===== config.mk =====
export PLATFORM = sky130hd
export DESIGN_NAME = uafc_frame
export DESIGN_NICKNAME = d
export VERILOG_FILES = /design/src/rtl/uafc_pkg.sv /design/src/rtl/uafc_frame.sv
export SDC_FILE = /design/constraint.sdc
export NUM_CORES = 1
export LEC_CHECK = 0
export ABC_CLOCK_PERIOD_IN_PS = 4250
export BUFFER_PORTS_ARGS = -buffer_cell sky130_fd_sc_hd__buf_4
export CORE_MARGIN = 5
export CORE_UTILIZATION = 40
export CTS_BUF_LIST = sky130_fd_sc_hd__clkbuf_4 sky130_fd_sc_hd__clkbuf_8
export DETAILED_ROUTE_END_ITERATION = 10
export PLACE_DENSITY = 0.61
export SKIP_CTS_REPAIR_TIMING = 1
export SLEW_MARGIN = 40
export SYNTH_ARGS = -nofsm -noshare
export SYNTH_HDL_FRONTEND = slang
export SYNTH_SLANG_ARGS = --single-unit

===== constraint.sdc =====
create_clock -name aclk -period 4.25 [get_ports aclk]
set_input_delay 0.2125 -clock aclk [delete_from_list [all_inputs] [get_ports aclk]]
set_output_delay 0.2125 -clock aclk [all_outputs]
set_load 0.1 [all_outputs]

===== src/rtl/uafc_pkg.sv =====
// Package for the UBX acknowledge frame checker.
// Holds sync constants, status codes, register map and the config struct.
// No dependencies.
package uafc_pkg;

    // Sync bytes and minimum frame length
    localparam logic [7:0] SYNC_FIRST    = 8'hB5;
    localparam logic [7:0] SYNC_SECOND   = 8'h62;
    localparam int         MIN_FRAME_LEN = 8;
    localparam int         POS_W         = 4;
    localparam logic [POS_W-1:0] POS_MAX = {POS_W{1'b1}};

    // Status codes of one result word
    typedef enum logic [2:0] {
        ST_ACK      = 3'd0,
        ST_NAK      = 3'd1,
        ST_NOT_UBX  = 3'd2,
        ST_CHECKSUM = 3'd3,
        ST_CLASS    = 3'd4,
        ST_ID       = 3'd5
    } status_t;

    // Register map (word index)
    localparam int ADDR_W = 4;
    typedef enum logic [1:0] {
        REG_ACK_CLASS = 2'd0,
        REG_ACK_ID    = 2'd1,
        REG_NAK_ID    = 2'd2
    } reg_idx_t;

    // Reset values of the registers
    localparam logic [7:0] ACK_CLASS_RST = 8'd5;
    localparam logic [7:0] ACK_ID_RST    = 8'd1;
    localparam logic [7:0] NAK_ID_RST    = 8'd0;

    // Configuration handed from the register file to the frame logic
    typedef struct packed {
        logic [7:0] ack_class;
        logic [7:0] ack_id;
        logic [7:0] nak_id;
    } cfg_t;

endpackage


===== src/rtl/uafc_frame.sv =====
// Per-byte frame tracking and status decision for the UBX ack checker.
// Runs the Fletcher sums with a two-byte hold line. Depends on uafc_pkg.
module uafc_frame (
    input  logic                aclk,
    input  logic                aresetn,
    input  logic                byte_en,
    input  logic [7:0]          rx_byte,
    input  logic                end_of_frame,
    input  uafc_pkg::cfg_t      cfg,
    output logic                result_valid,
    output uafc_pkg::status_t   status
);
    import uafc_pkg::*;

    logic [POS_W-1:0] pos_reg,   pos_next;
    logic             sync_reg,  sync_next;
    logic [7:0]       class_reg, class_next;
    logic [7:0]       id_reg,    id_next;
    logic [7:0]       held0_reg, held1_reg;
    logic [7:0]       suma_reg,  suma_next;
    logic [7:0]       sumb_reg,  sumb_next;
    logic             too_short;

    // Header capture and running sums for the current byte
    always_comb begin
        sync_next  = sync_reg;
        class_next = class_reg;
        id_next    = id_reg;
        case (pos_reg)
            4'd0:    sync_next  = (rx_byte == SYNC_FIRST);
            4'd1:    sync_next  = sync_reg && (rx_byte == SYNC_SECOND);
            4'd2:    class_next = rx_byte;
            4'd3:    id_next    = rx_byte;
            default: ;
        endcase
        // byte two places back is now known to lie inside the summed range
        if (pos_reg >= 4'd4) begin
            suma_next = suma_reg + held0_reg;
            sumb_next = sumb_reg + suma_next;
        end else begin
            suma_next = suma_reg;
            sumb_next = sumb_reg;
        end
        pos_next = (pos_reg == POS_MAX) ? POS_MAX : pos_reg + 4'd1;
    end

    assign too_short = (pos_reg < POS_W'(MIN_FRAME_LEN - 1));

    // Status decision on the last byte, checks in priority order
    always_comb begin
        if (too_short || !sync_next)
            status = ST_NOT_UBX;
        else if (suma_next != held1_reg || sumb_next != rx_byte)
            status = ST_CHECKSUM;
        else if (class_next != cfg.ack_class)
            status = ST_CLASS;
        else if (id_next == cfg.ack_id)
            status = ST_ACK;
        else if (id_next == cfg.nak_id)
            status = ST_NAK;
        else
            status = ST_ID;
    end

    assign result_valid = byte_en && end_of_frame;

    // Frame state: cleared after reset and after each last byte
    always_ff @(posedge aclk) begin
        if (!aresetn || result_valid) begin
            pos_reg   <= '0;
            sync_reg  <= 1'b1;
            class_reg <= '0;
            id_reg    <= '0;
            held0_reg <= '0;
            held1_reg <= '0;
            suma_reg  <= '0;
            sumb_reg  <= '0;
        end else if (byte_en) begin
            pos_reg   <= pos_next;
            sync_reg  <= sync_next;
            class_reg <= class_next;
            id_reg    <= id_next;
            held0_reg <= held1_reg;
            held1_reg <= rx_byte;
            suma_reg  <= suma_next;
            sumb_reg  <= sumb_next;
        end
    end

endmodule


* Word level (Yosys, flattened, before mapping) *
Index checks and enable logic that the tools add are counted.

storage, ports and cells
  flip-flop bits (word level) = 53
  bits of input ports = 36
  output and inout port bits = 4
  logic and storage cells = 43

cells by class
  add/subtract/negate cells = 3
  $lt $le $gt $ge = 2
  eq/ne operators = 11
  muxes and demuxes = 11
  reductions and logical operators = 8

operators with widths
  cell                                                                          number
  8-bit 2-to-1 mux                                                              4
  8-bit inequality test                                                         3
  8-bit adder                                                                   2
  8-bit == test                                                                 2
  3-bit 2-to-1 mux                                                              5
  4-bit by 2-bit == test with 1-bit output, second input constant               2
  8-bit by 7-bit == test with 1-bit output, second input constant               1
  8-bit == test, second input constant                                          1
  4-bit by 1-bit adder with 4-bit output, second input constant                 1
  4-bit by 1-bit == test with 1-bit output, second input constant               1
  4-bit == test, second input constant                                          1
  4-bit by 3-bit >= comparator with 1-bit output, second input constant         1
  4-bit logical NOT                                                             1
  4-bit by 3-bit less-than comparator with 1-bit output, second input constant  1
  4-bit 2-to-1 mux                                                              1
  1-bit logical OR                                                              3
  1-bit logical AND                                                             2
  1-bit logical NOT                                                             2
  1-bit case mux with 2 select lines                                            1

* Depth between registers and ports, before layout *
Gate-level depths: netlist (run 1).

  word-level depth = 8
  depth in mapped cells = 14
  mapped depth without buffers = 14

* Worst setup path after synthesis (run 1) *
No wires, ideal clock.

  path type = flip-flop to output port
  start = register suma_reg[0]
  end = output status[0]
  data arrival time = 4.265 ns
  required time = 4.038 ns
  setup slack = -0.227 ns
  stages on the path, launching flop included = 14
  buffers on the path = 0
  path through = dfxtp_1 -> ha_1 -> fa_1 -> a21oi_1 -> o21bai_1 -> xor2_1 -> ha_1 -> a21oi_1 -> o21ai_0 -> o31ai_1 -> xor2_1 -> or3_1 -> a211oi_1 -> a31oi_1

between the ends
  longest elaborated chain between the ends = 7
  elaborated cells on any way between the ends = 9

RTL lines
  item                    line              source
  from (decl)             uafc_frame.sv:20  logic [7:0] suma_reg, suma_next;
  from (signal assigned)  uafc_frame.sv:85  suma_reg <= suma_next;
  8-bit adder             uafc_frame.sv:38  suma_next = suma_reg + held0_reg;
  8-bit adder             uafc_frame.sv:39  sumb_next = sumb_reg + suma_next;
  8-bit 2-to-1 mux        uafc_frame.sv:37  if (pos_reg >= 4'd4) begin
  8-bit inequality test   uafc_frame.sv:53  else if (suma_next != held1_reg || sumb_next != rx_byte)
  1-bit logical OR *      uafc_frame.sv:53
  3-bit 2-to-1 mux *      uafc_frame.sv:53
  3-bit 2-to-1 mux *      uafc_frame.sv:51  if (too_short || !sync_next)
  to (decl)               uafc_frame.sv:11  output uafc_pkg::status_t status

Every way passes the cells marked *; elsewhere a longest branch is shown, timed or not.

* Worst setup path after layout (run 1) *
  start = register suma_reg[0]
  end = output status[2]

The elaborated chain is that of the path after synthesis.

==> qor.txt, run 1 <==
First-pass GRT wire length = 17500 um
Die area = 11800 um^2
Final Wtd Congestion = 0.887
Die W = 109 um
Sink Count = 53
CP Cell Sequence = ha_4 > fa_2 > a21oi_2 > o21bai_1 > xor2_2 > ha_4 > a21oi_4 > o21ai_2 > o31ai_2 > xor2_1 > or3_1 > a211oi_2 > and4b_1 > buf_12
Startpoint Class = flip-flop
Chip Height = 109 um
Layout Nets = 587
Antenna violations before repair = 0
Residual DRC count = 0
Dpl ws = 0.0589 ns
Largest net degree at the start of global routing = 34
Worst skew pair latency = 0.32 ns
WP data required = 4.04 ns
TritonRoute pass-1 iters = 5
Initial Utilization = 0.403
DP HPWL = 7960 um
Iter 0 DRT Violations = 243
Slowest cell on crit path = fa_2
Clock Tree Root = clkbuf_8
Setup Skew = 0.0152 ns
Slew Limit Fails = 0
Vias in the first global route = 3528
Final hold vios = 0
Row count = 36
Clock buffer depth = 2
Routed WL per cell = 16.4 um
RSZ-0062 raised after global routing = true
Avg Inst Size Synth = 7.79 um^2
Syn nets = 555
Rel. slew slack = 0.501
Total Power = 0.00100 W
Final setup TNS = 0 ns
VDD IR-drop max = 0.114 mV
Asr flop ratio synth = 0
GRT Util Overall = 0.186
Port bufs = 39
Final setup margin = 0.0894 ns
Worst min path class = input port to flip-flop
Critical path class = flip-flop to output pin
Arrival time worst endpoint = 3.95 ns
Setup violations, final = 0
Final ANT Viol Nets = 0
Final Instance Area = 4590 um^2
Tcrit/Tclk final = 0.979
Cell Area, Placed = 4300 um^2
Core ar. = 9640 um^2
Grt total ovfl = 0
Io pins = 40
ANT cells = 0
Yosys warning count = 0
CTS Buf Count = 5
Most frequent cells in the layout = nand2_1, dfxtp_1, buf_4
Post-synth EDFFs = 0
Tmin final = 4.16 ns
Post-Syn Instances = 499
Worst-path maximum fanout = 6
Routed WL = 10900 um
Routed vias = 3697
Top cell by count, worst path = ha_4
H-tree depth reported by CTS = 2
Most common cell after layout, fill and taps aside = nand2_1
PD cells = 219 nW/um^2
Maxcap violations = 0
Post-Syn Area = 3890 um^2
Maximum clock rate = 0.240 GHz
Pleak = 1.76 nW
Seq/Total Area, Yosys = 0.273
Fraction of layout cells with a size suffix above 1 = 0.175
Synth-to-layout area growth = 17.9%
CP endpoint kind = output pin
End-of-flow core utilization = 0.476
Status = completed
CP max stage delay = 0.38 ns
Flops & latches, synth = 53
Netlist cell types = 56
Clock slew at reported path FFs = 0.11 ns
Synth Flop Type = dfxtp_1
CTS tree = built
Worst Max-Slew Pin Slew = 0.749 ns
Vias per cell = 5.56
metrics by stage:
| step | instances | hold WS [ns] |
|---|---|---|
| finish | 665 | 0.0741 |
| CTS | 658 | 0.0732 |
| floorplan | 499 | 0.284 |
| detailed placement | 650 | 0.418 |
| global route | 665 | 0.0807 |
| global placement | 650 | 0.408 |
final timing paths:
| path | from | to | slack (ns) | depth (start not counted) |
|---|---|---|---|---|
| worst max-delay path | suma_reg[0] | status[2] | 0.09 | 14 |
| worst min-delay path | aresetn | sync_reg | 0.07 | 2 |
| worst max register to register | suma_reg[0] | sumb_reg[7] | 1.12 | 12 |
| worst min register to register | id_reg[6] | id_reg[6] | 0.46 | 2 |
per-layer routing:
layer,up-vias,part of all wire,global-route usage
li1,1829,-,-
met1,1732,0.45,0.238
met2,114,0.48,0.316
met3,22,0.055,0.0310
met4,0,0.019,0.0631
met5,-,0,0
critical path, delay by kind of cell (launching register included):
kind | cells | cell delay, ns
AOI/OAI and AO/OA | 6 | 1.21
adders and majority gates | 3 | 0.83
and+or+nand+nor | 2 | 0.62
xor gates and xnor gates | 2 | 0.41
DFF | 1 | 0.35
buffers and inverters | 1 | 0.18
area by class of cell:
class / count / area, um^2
inverter: 29 / 109
sequential: 53 / 1060
timing repair buffer: 54 / 429
clock inverter: 3 / 25.0
fill: 970 / 5050
tap: 133 / 166
multi-input combinational: 388 / 2720
clock buffer: 5 / 68.8
synth_stat cells (5+ instances only):
library cell	number	area [um^2]
nand2_1	69	259
dfxtp_1	53	1060
a21oi_1	46	230
nor2_1	38	143
mux2i_1	31	310
xnor2_1	31	272
inv_1	29	109
clkbuf_1	25	93.8
ha_1	18	225
a211oi_1	13	97.6
o21ai_0	12	60.1
xor2_1	11	96.3
nand3_1	10	50.1
nor2b_1	9	56.3
nor3_1	7	35.0
and2_1	6	37.5
nand2b_1	6	37.5
nor4_1	6	37.5
a21o_1	5	37.5
o2111ai_1	5	43.8
power by group:
part / internal, W / switching [W]
Clock: 0.000120 / 0.000186
Combinational: 0.0000787 / 0.000102
Sequential: 0.000506 / 0.0000106
Total: 0.000705 / 0.000298
cell families (layout without fill, tap and decap cells):
logic type	after synthesis	after routing	share of synthesized area
AND/OR/NAND/NOR	174	174	0.215
AO/OA/AOI/OAI	121	121	0.210
buffers and inverters	58	91	0.0602
flip-flops	53	53	0.273
XOR/XNOR	42	42	0.0946
multiplexers	31	31	0.0798
adder cells (fa/ha/maj)	20	20	0.0682
No activity file was read; power rests on OpenSTA's default activity.
==> inputs of run 2 (changes only) <==
CORE_ASPECT_RATIO = 1.4   (was not set)
CTS_BUF_LIST = sky130_fd_sc_hd__clkbuf_8   (was sky130_fd_sc_hd__clkbuf_4 sky130_fd_sc_hd__clkbuf_8)
==> run 2 against run 1 <==
Total power is 0.66% lower. Sequential power barely moved. Count of clock-buffer cells in the layout did not move. Highest routed layer unchanged. Largest cell class unchanged. Register-to-register slack improved by 0.07 ns.
==> qor.txt, run 2 (synthesis results as in run 1) <==
Tcrit/Tclk final = 0.962 (-0.0174)
Tmin final = 4.09 ns (-0.0740 ns)
Die area = 11800 um^2 (+0.23%)
Setup violations, final = 0 (unchanged)
Setup Skew = 0.0149 ns (-0.000257 ns)
First-pass GRT wire length = 17300 um (-1.3%)
Worst r2r src = suma_reg[0]
Final setup TNS = 0 ns (unchanged)
TritonRoute pass-1 iters = 5 (unchanged)
Residual DRC count = 0 (unchanged)
Maxcap violations = 0 (unchanged)
Antenna violations before repair = 0 (unchanged)
Worst Max-Slew Pin Slew = 0.867 ns (+0.119 ns)
Worst-path maximum fanout = 6 (unchanged)
Routed WL per cell = 16.3 um (-0.28%)
Chip Height = 127 um (+17%)
Port bufs = 39 (unchanged)
VDD IR-drop max = 0.0914 mV (-20%)
CTS tree = built
Sink Count = 53 (unchanged)
H-tree depth reported by CTS = 2 (unchanged)
CP endpoint kind = output pin
Final ANT Viol Nets = 0 (unchanged)
Layout Nets = 581 (-1.0%)
Largest net degree at the start of global routing = 53 (+56%)
Iter 0 DRT Violations = 206 (-15%)
Clock Tree Root = clkbuf_8
Routed vias = 3621 (-2.1%)
Maximum clock rate = 0.245 GHz (+1.8%)
Slew Limit Fails = 0 (unchanged)
Worst reg2reg path depth = 12 (unchanged)
DP HPWL = 8120 um (+2.0%)
End-of-flow core utilization = 0.473 (-0.00309)
Arrival time worst endpoint = 3.87 ns (-0.08 ns)
WHS Endpoint = sync_reg
Slowest cell on crit path = fa_2
PD cells = 222 nW/um^2 (+1.3%)
WP data required = 4.04 ns (about the same)
Pleak = 1.74 nW (-1.3%)
Core ar. = 9510 um^2 (-1.3%)
FF-to-FF setup slack = 1.19 ns (+0.07 ns)
Worst hold stages = 2 (unchanged)
Row count = 42 (+17%)
CP Cell Sequence = ha_2 > fa_2 > a21oi_4 > o21bai_1 > xor2_1 > ha_2 > a21oi_4 > buf_4 > nand3b_1 > o211ai_1 > mux2i_1 > a21oi_1 > a211oi_2 > and4b_1 > buf_12
Io pins = 40 (unchanged)
Total Power = 0.000996 W (-0.66%)
Worst skew pair latency = 0.32 ns (about the same)
Rel. slew slack = 0.420 (-0.0812)
Worst reg2reg endpoint = sumb_reg[7]
Routed WL = 10800 um (-1.3%)
Most frequent cells in the layout = nand2_1, dfxtp_1, buf_4
Cell Area, Placed = 4280 um^2 (-0.49%)
Final Wtd Congestion = 0.952 (+7.4%)
Critical path class = flip-flop to output pin
Hold path startpoint = aresetn
CP max stage delay = 0.39 ns (about the same)
Synth-to-layout area growth = 15.6%
Final Instance Area = 4500 um^2 (-2.0%)
Initial Utilization = 0.409 (+0.00541)
Worst min path class = input port to flip-flop
Startpoint Class = flip-flop
Vias per cell = 5.50 (-1.0%)
CTS Buf Count = 5 (unchanged)
Status = completed
Grt total ovfl = 0 (unchanged)
ANT cells = 0 (unchanged)
GRT Util Overall = 0.184 (-0.00217)
Die W = 93.3 um (-14%)
Final hold vios = 0 (unchanged)
Clock buffer depth = 2 (unchanged)
Fraction of layout cells with a size suffix above 1 = 0.146 (-0.0284)
Most common cell after layout, fill and taps aside = nand2_1
Clock slew at reported path FFs = 0.11 ns (about the same)
Vias in the first global route = 3623 (+2.7%)
## run 2: changes by cell type in the layout (fill, tap and decap cells not counted), sizes merged
cell,before,now
buf,54,48
## run 2: metrics by stage
stage	hold WS, ns	setup WS [ns]	cells
final	0.0692	0.163	658
after floorplan	0.284	0.0357	499
after global placement	0.407	0.192	647
after CTS	0.0549	-0.320	655
after detailed placement	0.410	0.0556	647
after global routing	0.0644	-0.0392	658
## run 2: layout make-up
type / count / area (um^2)
tap: 132 / 165
fill: 951 / 5020
sequential: 53 / 1060
clock buffer: 5 / 68.8
clock inverter: 3 / 25.0
timing repair buffer: 48 / 389
multi-input combinational: 388 / 2680
inverter: 29 / 109
## run 2: how the worst max path moves through the flow
stage | startpoint | end | slack [ns] | cells after the start
final | suma_reg[0] | status[2] | 0.16 | 15
after floorplan | suma_reg[0] | status[2] | 0.04 | 13
after global placement | suma_reg[0] | status[2] | 0.19 | 14
after CTS | suma_reg[0] | status[2] | -0.32 | 14
after detailed placement | suma_reg[0] | status[2] | 0.06 | 14
after global routing | suma_reg[0] | status[0] | -0.04 | 16
## run 2: per-layer routing
metal  vias to the layer above  global-route usage  routed length, um  part of all wire
met5                         -                   0                  0                 0
met4                         0              0.0880                356             0.033
met3                        24              0.0267                414             0.038
met2                        88               0.342               5570              0.52
met1                      1694               0.200               4410              0.41
li1                       1815                   -                  -                 -
## run 2: worst max-delay path, delay by kind of cell, from the launching register on
| family | cells | cell delay (ns) |
|---|---|---|
| XOR/XNOR | 1 | 0.20 |
| flip-flops | 1 | 0.35 |
| AND/OR/NAND/NOR | 2 | 0.35 |
| buffers and inverters | 2 | 0.31 |
| multiplexers | 1 | 0.31 |
| adder cells (fa/ha/maj) | 3 | 0.93 |
| AO/OA/AOI/OAI | 6 | 1.09 |
## run 2: power breakdown
part | total (W) | internal [W] | switching (W)
registers | 0.000516 | 0.000506 | 0.0000101
clock network | 0.000304 | 0.000119 | 0.000184
logic | 0.000176 | 0.0000770 | 0.0000989
total | 0.000996 | 0.000703 | 0.000294
==> inputs of run 3 (changes only) <==
RECOVER_POWER = 100   (was not set)
==> run 3 against run 2 <==
Die area is the same. Highest routed layer unchanged. Largest cell class unchanged. Global-route usage is the same. Wire length shrank 0.18%. Count of clock-buffer cells in the layout is the same. Final cell count is the same. Non-clock buffer count is the same. The flow now finishes with violations (max-capacitance violations, max-slew violations). Sequential cell count is the same. Largest power group unchanged. Setup slack lost 0.0049 ns. Critical endpoint unchanged. Critical path depth is the same. Clock skew grew 0.0014 ns. Total power is essentially flat.
==> qor.txt, run 3 (synthesis results as in run 1) <==
Status = finished with violations
Failing checks = max-capacitance violations, max-slew violations
Iter 0 DRT Violations = 194 (-5.8%)
Worst min path class = input port to flip-flop
Largest net degree at the start of global routing = 53 (unchanged)
Vias per cell = 5.47 (-0.55%)
Total Power = 0.000997 W (about the same)
Synth-to-layout area growth = 15.4%
Clock Tree Root = clkbuf_8
Most frequent cells in the layout = nand2_1, dfxtp_1, a21oi_1
Rel. slew slack = -0.571 (-0.991)
H-tree depth reported by CTS = 2 (unchanged)
Maxcap violations = 2 (+2)
Die W = 93.3 um (unchanged)
Chip Height = 127 um (unchanged)
FF-to-FF setup slack = 1.15 ns (-0.04 ns)
Tmin final = 4.09 ns (+0.00486 ns)
Setup Skew = 0.0164 ns (+0.00143 ns)
GRT Util Overall = 0.184 (unchanged)
Final hold vios = 0 (unchanged)
Grt total ovfl = 0 (unchanged)
Worst-path maximum fanout = 6 (unchanged)
Hold path startpoint = aresetn
Pleak = 1.73 nW (-0.56%)
Post-Place Cells = 647 (unchanged)
Pint = 0.000703 W (about the same)
Antenna violations before repair = 0 (unchanged)
Worst skew pair latency = 0.33 ns (about the same)
VDD IR-drop max = 0.0914 mV (about the same)
Comb power frac = 0.176 (about the same)
Die area = 11800 um^2 (unchanged)
Core ar. = 9510 um^2 (unchanged)
Residual DRC count = 0 (unchanged)
ANT cells = 0 (unchanged)
Port bufs = 39 (unchanged)
Final ANT Viol Nets = 0 (unchanged)
Layout Nets = 581 (unchanged)
Maximum clock rate = 0.244 GHz (-0.12%)
Setup violations, final = 0 (unchanged)
Slowest cell on crit path = fa_2
Slew Limit Fails = 87 (+87)
CP endpoint kind = output pin
Worst r2r src = suma_reg[0]
CP max stage delay = 0.39 ns (about the same)
Vias in the first global route = 3623 (unchanged)
Io pins = 40 (unchanged)
Final setup TNS = 0 ns (unchanged)
Worst reg2reg endpoint = sumb_reg[7]
First-pass GRT wire length = 17300 um (unchanged)
Most common cell after layout, fill and taps aside = nand2_1
Initial Utilization = 0.409 (unchanged)
CP Cell Sequence = ha_2 > fa_2 > a21oi_4 > o21bai_1 > xor2_1 > ha_2 > a21oi_4 > buf_4 > nand3b_1 > o211ai_1 > mux2i_1 > a21oi_1 > a211oi_2 > and4b_1 > buf_12
PD cells = 222 nW/um^2 (+0.24%)
Worst reg2reg path depth = 12 (unchanged)
Row count = 42 (unchanged)
Arrival time worst endpoint = 3.88 ns (about the same)
CTS Buf Count = 5 (unchanged)
Final Instance Area = 4490 um^2 (-0.17%)
Sink Count = 53 (unchanged)
Critical path class = flip-flop to output pin
WHS Endpoint = sync_reg
Worst hold stages = 2 (unchanged)
Routed WL per cell = 16.3 um (-0.18%)
DP HPWL = 8120 um (unchanged)
Routed WL = 10700 um (-0.18%)
Fraction of layout cells with a size suffix above 1 = 0.143 (-0.00380)
Startpoint Class = flip-flop
Fillers = 951 (unchanged)
CTS tree = built
Worst Max-Slew Pin Slew = 2.36 ns (+1.49 ns)
P_sw = 0.000294 W (about the same)
Dpl ws = 0.0556 ns (unchanged)
Cell Area, Placed = 4280 um^2 (unchanged)
Sw Ratio = 0.295 (about the same)
Clock slew at reported path FFs = 0.11 ns (about the same)
Clk pwr share = 0.305 (about the same)
Routed vias = 3601 (-0.55%)
Final setup margin = 0.159 ns (-0.00486 ns)
WP data required = 4.04 ns (about the same)
Fin cells = 658 (unchanged)
Clock buffer depth = 2 (unchanged)
Tcrit/Tclk final = 0.963 (+0.00114)
Reg power frac = 0.518 (about the same)
Final Wtd Congestion = 0.952 (unchanged)
TritonRoute pass-1 iters = 4 (-1)
[run 3: worst max path at each step]
stage / slack [ns] / to / startpoint / depth (start not counted)
after detailed placement: 0.06 / status[2] / suma_reg[0] / 14
after global placement: 0.19 / status[2] / suma_reg[0] / 14
final: 0.16 / status[2] / suma_reg[0] / 15
after global routing: -0.04 / status[0] / suma_reg[0] / 16
after floorplan: 0.04 / status[2] / suma_reg[0] / 13
after CTS: -0.32 / status[2] / suma_reg[0] / 14
[run 3: layer usage]
layer	global-route usage	vias to the layer above	routed length, um
li1	-	1815	-
met1	0.200	1684	4340
met2	0.342	80	5620
met3	0.0267	22	452
met4	0.0880	0	326
met5	0	-	0
[run 3: cell type report]
class,count,area [um^2],share of cell area
Sequential cell,53,1060,0.237
Timing Repair Buffer,48,382,0.0850
Inverter,29,109,0.0243
Tap cell,132,165,0.0368
Clock buffer,5,68.8,0.0153
Clock inverter,3,25.0,0.00558
Multi-Input combinational cell,388,2680,0.596
[run 3: worst max-delay path, delay by kind of cell (launching register included)]
family	cells	cell delay [ns]
multiplexers	1	0.31
flip-flops	1	0.35
AND/OR/NAND/NOR	2	0.35
XOR/XNOR	1	0.20
AO/OA/AOI/OAI	6	1.09
buffers and inverters	2	0.31
adder cells (fa/ha/maj)	3	0.93
[run 3: power by group through the flow]
stage | clock network (W) | logic, W | registers (W)
floorplan | 0 | 0.000114 | 0.000525
global placement | 0 | 0.000171 | 0.000528
detailed placement | 0 | 0.000174 | 0.000528
CTS | 0.000316 | 0.000175 | 0.000517
global route | 0.000337 | 0.000194 | 0.000519
finish | 0.000304 | 0.000176 | 0.000517
[run 3: stage by stage]
| stage | util | hold slack, ns |
|---|---|---|
| after CTS | 0.460 | 0.0549 |
| final | 0.472 | 0.0640 |
| after global routing | 0.472 | 0.0644 |
| after global placement | 0.450 | 0.407 |
| after detailed placement | 0.450 | 0.410 |
| after floorplan | - | 0.284 |
